File: config.mk
export PLATFORM = sky130hd
export DESIGN_NAME = mca_ctrl
export DESIGN_NICKNAME = d
export VERILOG_FILES = /design/src/design/mca_pkg.sv /design/src/design/mca_ctrl.sv
export VERILOG_INCLUDE_DIRS = /design/src /design/src/design
export SDC_FILE = /design/constraint.sdc
export NUM_CORES = 1
export LEC_CHECK = 0
export BUFFER_PORTS_ARGS = -buffer_cell sky130_fd_sc_hd__clkbuf_2
export CAP_MARGIN = 20
export CORE_AREA = 2 2 39 41
export CTS_CLUSTER_DIAMETER = 40
export CTS_CLUSTER_SIZE = 16
export DETAILED_ROUTE_END_ITERATION = 7
export DIE_AREA = 0 0 41 43
export SLEW_MARGIN = 20
export SYNTH_ARGS = -nofsm -noshare
export SYNTH_HDL_FRONTEND = slang
export SYNTH_SLANG_ARGS = --single-unit
File: constraint.sdc
create_clock -name clk -period 1.36 [get_ports clk]
set_clock_uncertainty 0.1 [all_clocks]
set_input_delay 0.204 -clock clk [delete_from_list [all_inputs] [get_ports clk]]
set_output_delay 0.204 -clock clk [all_outputs]
set_load 0.01 [all_outputs]
File: src/design/assert_macros.svh
// assertion macros for the coefficient unit
`ifndef ASSERT_MACROS_SVH
`define ASSERT_MACROS_SVH
`ifndef ASSERT_OFF
`define ASSERT_IMPLIES(label, clk, rst_n, pre, post) \
  label: assert property (@(posedge clk) disable iff (!rst_n) (pre) |-> (post)) \
    else $error("assertion failed");
`define ASSERT_NEXT(label, clk, rst_n, pre, post) \
  label: assert property (@(posedge clk) disable iff (!rst_n) (pre) |=> (post)) \
    else $error("assertion failed");
`else
`define ASSERT_IMPLIES(label, clk, rst_n, pre, post)
`define ASSERT_NEXT(label, clk, rst_n, pre, post)
`endif
`endif

File: src/design/mca_pkg.sv
// ----------------------------------------------------------------------------
// mca_pkg
// types and constants shared by the coefficient unit modules
// ----------------------------------------------------------------------------
package mca_pkg;
  localparam int WORD_BITS = 32;
  localparam int MOD_BITS  = 31;

  typedef enum logic [2:0] {
    OP_NORM = 3'd0,
    OP_ADD  = 3'd1,
    OP_MUL  = 3'd2,
    OP_NEG  = 3'd3,
    OP_ZERO = 3'd4,
    OP_UNIT = 3'd5,
    OP_INV  = 3'd6,
    OP_NONE = 3'd7
  } op_t;

  localparam logic CFG_FIELD_MODE = 1'b0;
  localparam logic CFG_PRIME      = 1'b1;

  typedef struct packed {
    logic load;
    logic div_start;
    logic inv_step;
    logic finish;
  } cmd_t;

  typedef struct packed {
    logic div_done;
    logic need_div;
    logic need_inv;
    logic inv_done;
  } sts_t;
endpackage

File: src/design/mca_ctrl.sv
// ----------------------------------------------------------------------------
// mca_ctrl
// sequencer for load, reduction, inverse steps and result hand-off
// ----------------------------------------------------------------------------
module mca_ctrl (
  input  logic          clk,
  input  logic          rst_n,
  input  logic          in_valid,
  output logic          in_stall,
  output logic          out_valid,
  input  logic          out_stall,
  output mca_pkg::cmd_t cmd,
  input  mca_pkg::sts_t sts
);
  typedef enum logic [4:0] {
    S_IDLE = 5'b00001,
    S_DIVS = 5'b00010,
    S_DIVW = 5'b00100,
    S_INV  = 5'b01000,
    S_OUT  = 5'b10000
  } state_t;

  state_t state_r, state_nxt;

  assign in_stall  = (state_r != S_IDLE);
  assign out_valid = (state_r == S_OUT);

  always_comb begin
    state_nxt     = state_r;
    cmd           = '0;
    case (state_r)
      S_IDLE: begin
        if (in_valid) begin
          cmd.load  = 1'b1;
          state_nxt = S_DIVS;
        end
      end
      S_DIVS: begin
        if (sts.need_div) begin
          cmd.div_start = 1'b1;
          state_nxt     = S_DIVW;
        end else if (sts.need_inv) begin
          state_nxt = S_INV;
        end else begin
          cmd.finish = 1'b1;
          state_nxt  = S_OUT;
        end
      end
      S_DIVW: begin
        if (sts.div_done) begin
          if (sts.need_inv) begin
            state_nxt = S_INV;
          end else begin
            cmd.finish = 1'b1;
            state_nxt  = S_OUT;
          end
        end
      end
      S_INV: begin
        if (sts.inv_done) begin
          cmd.finish = 1'b1;
          state_nxt  = S_OUT;
        end else begin
          cmd.inv_step = 1'b1;
          state_nxt    = S_DIVW;
        end
      end
      S_OUT: begin
        if (!out_stall) state_nxt = S_IDLE;
      end
      default: state_nxt = S_IDLE;
    endcase
  end

  always_ff @(posedge clk) begin
    if (!rst_n) state_r <= S_IDLE;
    else        state_r <= state_nxt;
  end

  `include "assert_macros.svh"
  `ASSERT_NEXT(a_load_leaves_idle, clk, rst_n, cmd.load, state_r == S_DIVS)
  `ASSERT_IMPLIES(a_out_only_in_out, clk, rst_n, out_valid, in_stall)
  `ASSERT_NEXT(a_finish_shows, clk, rst_n, cmd.finish, out_valid)
endmodule

### Yosys cells after proc, flatten, opt, wreduce, memory -nomap -nowiden

Index checks and enable logic that the tools add are counted.

| word-level totals | value |
|---|---|
| register bits | 5 |
| bits of input ports | 8 |
| output and inout bits | 6 |
| logic and storage cells | 29 |

| operators by class | value |
|---|---|
| eq/ne operators | 9 |
| multiplexer cells | 18 |
| reductions and logical operators | 1 |

Operator list:

| cell | number |
|---|---|
| $mux W5 | 6 |
| $pmux W5 S5 | 1 |
| $mux W1 | 10 |
| $ne A2 B2 Y1 const B | 3 |
| $eq A5 B1 Y1 const B | 1 |
| $eq A5 B2 Y1 const B | 1 |
| $eq A5 B3 Y1 const B | 1 |
| $eq A5 B4 Y1 const B | 1 |
| $eq A5 B5 Y1 const B | 1 |
| $ne A5 B1 Y1 const B | 1 |
| $pmux W1 S3 | 1 |
| $reduce_and A3 Y1 | 1 |

### Logic depth before layout (Yosys ltp)

| logic depth | value |
|---|---|
| depth after elaboration | 3 |
| gate-level depth with buffers | 4 |
| mapped depth without buffers | 4 |

### Least setup slack after synthesis

OpenSTA, ideal clock, no wires.

| timing path | value |
|---|---|
| path kind | reg2out |
| start point | reg state_r[0] |
| end point | out cmd[0] (netlist name) |
| data arrival time | 1262 ps |
| data required time | 1056 ps |
| path slack | -206 ps |
| stages on the path, launching flop included | 5 |
| buffers on the path | 0 |
| path through | dfxtp_1 > or3_4 > nor3b_2 > a2bb2oi_1 > o21ai_1 |

RTL lines:

| element | RTL line | source |
|---|---|---|
| start, declared | mca_ctrl.sv:23 | `state_t state_r, state_nxt;` |
| start signal, assigned | mca_ctrl.sv:77 | `else state_r <= state_nxt;` |
| end, declared | mca_ctrl.sv:12 | `output mca_pkg::cmd_t cmd,` |

==> results.md <==
- Final #Nets: 83
- Post-Syn Nets: 50
- Routability cong.: 0.734
- Clk_lat worst skew: 240 ps
- CTS tree: built
- Worst EP required: 1060 ps
- Dpl hpwl: 795 µm
- Cell taking the most area after synthesis: dfxtp_1
- Most common cell after layout, fill and taps aside: buf_4
- Commonest cells after routing, fill and taps aside: buf_4, clkbuf_2, buf_6, nand2_1
- Vert. Die Dim: 43 µm
- First-pass GRT wire length: 1770 µm
- Run status: finished, violations left
- Final WS setup: -465 ps
- Least-Margin Pin Slew: 243 ps
- WL/cell: 12.8 µm
- Netlist cell types: 26
- N_diodes: 0
- TritonCTS Buffers: 3
- Row Count: 14
- Pre-antenna DRT Iters: 4
- Flop2flop setup slack: -150 ps
- Element type at the critical path end: output port
- Worst VDD drop: 0.000414 V
- Lkg Pwr: 0.320 nW
- Largest Register: state_r
- DIE WIDTH: 41 µm
- CP startpoint kind: register
- Mapped Area: 350 µm²
- Worst Hold Class: in2reg
- Period utilisation layout: 1.34
- FF-to-FF path depth: 5
- Sequential share of the synthesized area: 0.286
- Port Buffer Count: 13
- CP startpoint: state_r[1]$_SDFFE_PN0P_
- R2R Path End: state_r[2]$_SDFFE_PN0P_
- RSZ-0062 raised after global routing: true
- Pwr Density: 616 nW/µm²
- Clock buffer depth: 2
- Reg2reg start: state_r[1]$_SDFFE_PN0P_
- Total core area: 1380 µm²
- CTS Hold Bufs: 0
- Share of the synthesized area in the top cell type: 0.286
- Grt ovf: 0
- Largest regs: state_r (5)
- Io pins: 14
- GRT Util Overall: 0.154
- Final setup vio count: 10
- Area grow syn2layout: 96.4%
- WS Path Type: reg2out
- Initial Util: 0.253
- Syn_area_per_cell: 8.34 µm²
- Initial antenna violation count: 0
- Clock input transition at the sequential cells of the worst setup and hold paths: 40 ps
- Hold depth: 2
- Vias in the first global route: 410
- Die Area: 1760 µm²
- Vias per std cell: 4.81
- Max FO, Critical Path: 2
- Inst Count DP: 79
- Syn Inst Count: 42
- Via count: 433
- Drt drc: 0
- Clock Tree Root: clkbuf_4
- Clk sinks: 5
- Dpl cell area: 514 µm²
- Crit path capture: cmd[0]
- Failing checks: setup timing
- Fin Setup TNS: -1880 ps
- Yosys warning count: 0
- Number of DRC markers in iteration 0: 12
- Final hold violation count: 0
- Final Max Slew Viols: 0
- Max FFs per register: 5
- Largest net degree at the start of global routing: 8
- Worst slew margin: 0.838
- Final non-filler cell area: 688 µm²
- Antenna Nets Post-Route: 0
- Layout cells sized above 1: 0.676
- Fin cells: 90
- Arr. time, crit path: 1520 ps
- Routed wire length: 1160 µm
- Fmax: 0.548 GHz
- Fin crit period: 1820 ps
- Max-cap violations: 0
- Flops & latches, synth: 5
- Htree depth: 1
- Synth area leaders: dfxtp_1, and3b_2, and3_1, nor3b_4, and2b_2
==> metrics by stage <==
stage / hold WS (ps) / setup slack, ps / total power, W / utilization
floorplan: 180 / -172 / 0.000199 / -
global placement: 358 / -224 / 0.000235 / 0.372
detailed placement: 362 / -248 / 0.000236 / 0.372
CTS: 118 / -468 / 0.000420 / 0.450
global route: 140 / -538 / 0.000448 / 0.497
finish: 128 / -465 / 0.000424 / 0.497
==> layout make-up <==
type,count,area (µm²)
Clock buffer,4,26.3
Multi-Input combinational cell,35,314
Timing Repair Buffer,28,213
Sequential cell,5,108
Fill cell,130,696
Tap cell,16,20.0
Inverter,2,7.51
==> worst max-delay path: stages, from the launching register on <==
cell and delay [ps]:
dfxtp_2 310, or3_4 410, nor3b_4 230, a2bb2oi_2 90, o21ai_2 100, buf_2 130
==> worst min path at each step <==
stage / slack, ps / start / endpoint
floorplan: 180 / rst_n / state_r[0]$_SDFFE_PN1P_
global placement: 360 / rst_n / state_r[0]$_SDFFE_PN1P_
detailed placement: 360 / rst_n / state_r[0]$_SDFFE_PN1P_
CTS: 120 / rst_n / state_r[0]$_SDFFE_PN1P_
global route: 140 / in_valid / state_r[1]$_SDFFE_PN0P_
finish: 130 / rst_n / state_r[0]$_SDFFE_PN1P_
==> logic make-up after synthesis <==
family | count (synthesis) | share of synthesized area
compound gates | 9 | 0.182
flops | 5 | 0.286
buf+inv | 2 | 0.0214
simple gates | 26 | 0.511
==> per-layer routing <==
layer,up-vias,wire [µm],GRT usage
li1,217,-,-
met1,205,442,0.174
met2,9,659,0.244
met3,2,35,0
met4,0,19,0.140
met5,-,0,0
==> cell usage after synthesis, drive strengths merged <==
library cell and count:
o311ai 1, nand4 1, inv 2, a2bb2oi 1, o2111ai 1, and2b 3
and3 3, nor2b 1, nand3 1, nor2 4, nand2 4, and3b 2
o31a 1, o221ai 1, nor3b 3, nor3 1, nand2b 1, a21oi 1
and2 1, dfxtp 5, or3 1, o21ai 3
==> report_power, final <==
part           internal, W  leakage [nW]  switching [W]  total (W)
sequential        0.000151        0.0421     0.00000333   0.000154
clock             0.000111        0.0150      0.0000580   0.000169
combinational    0.0000536         0.263      0.0000475   0.000101
==> repair_timing <==
action,4_1_cts,5_1_grt
cloned,0,0
endpoints found under the hold margin,0,0
pin swaps,10,10
buffers inserted,5,6
endpoints found under the setup margin,10,10
gates resized for setup,14,14
Note: power is estimated with default switching activity, not from simulation.
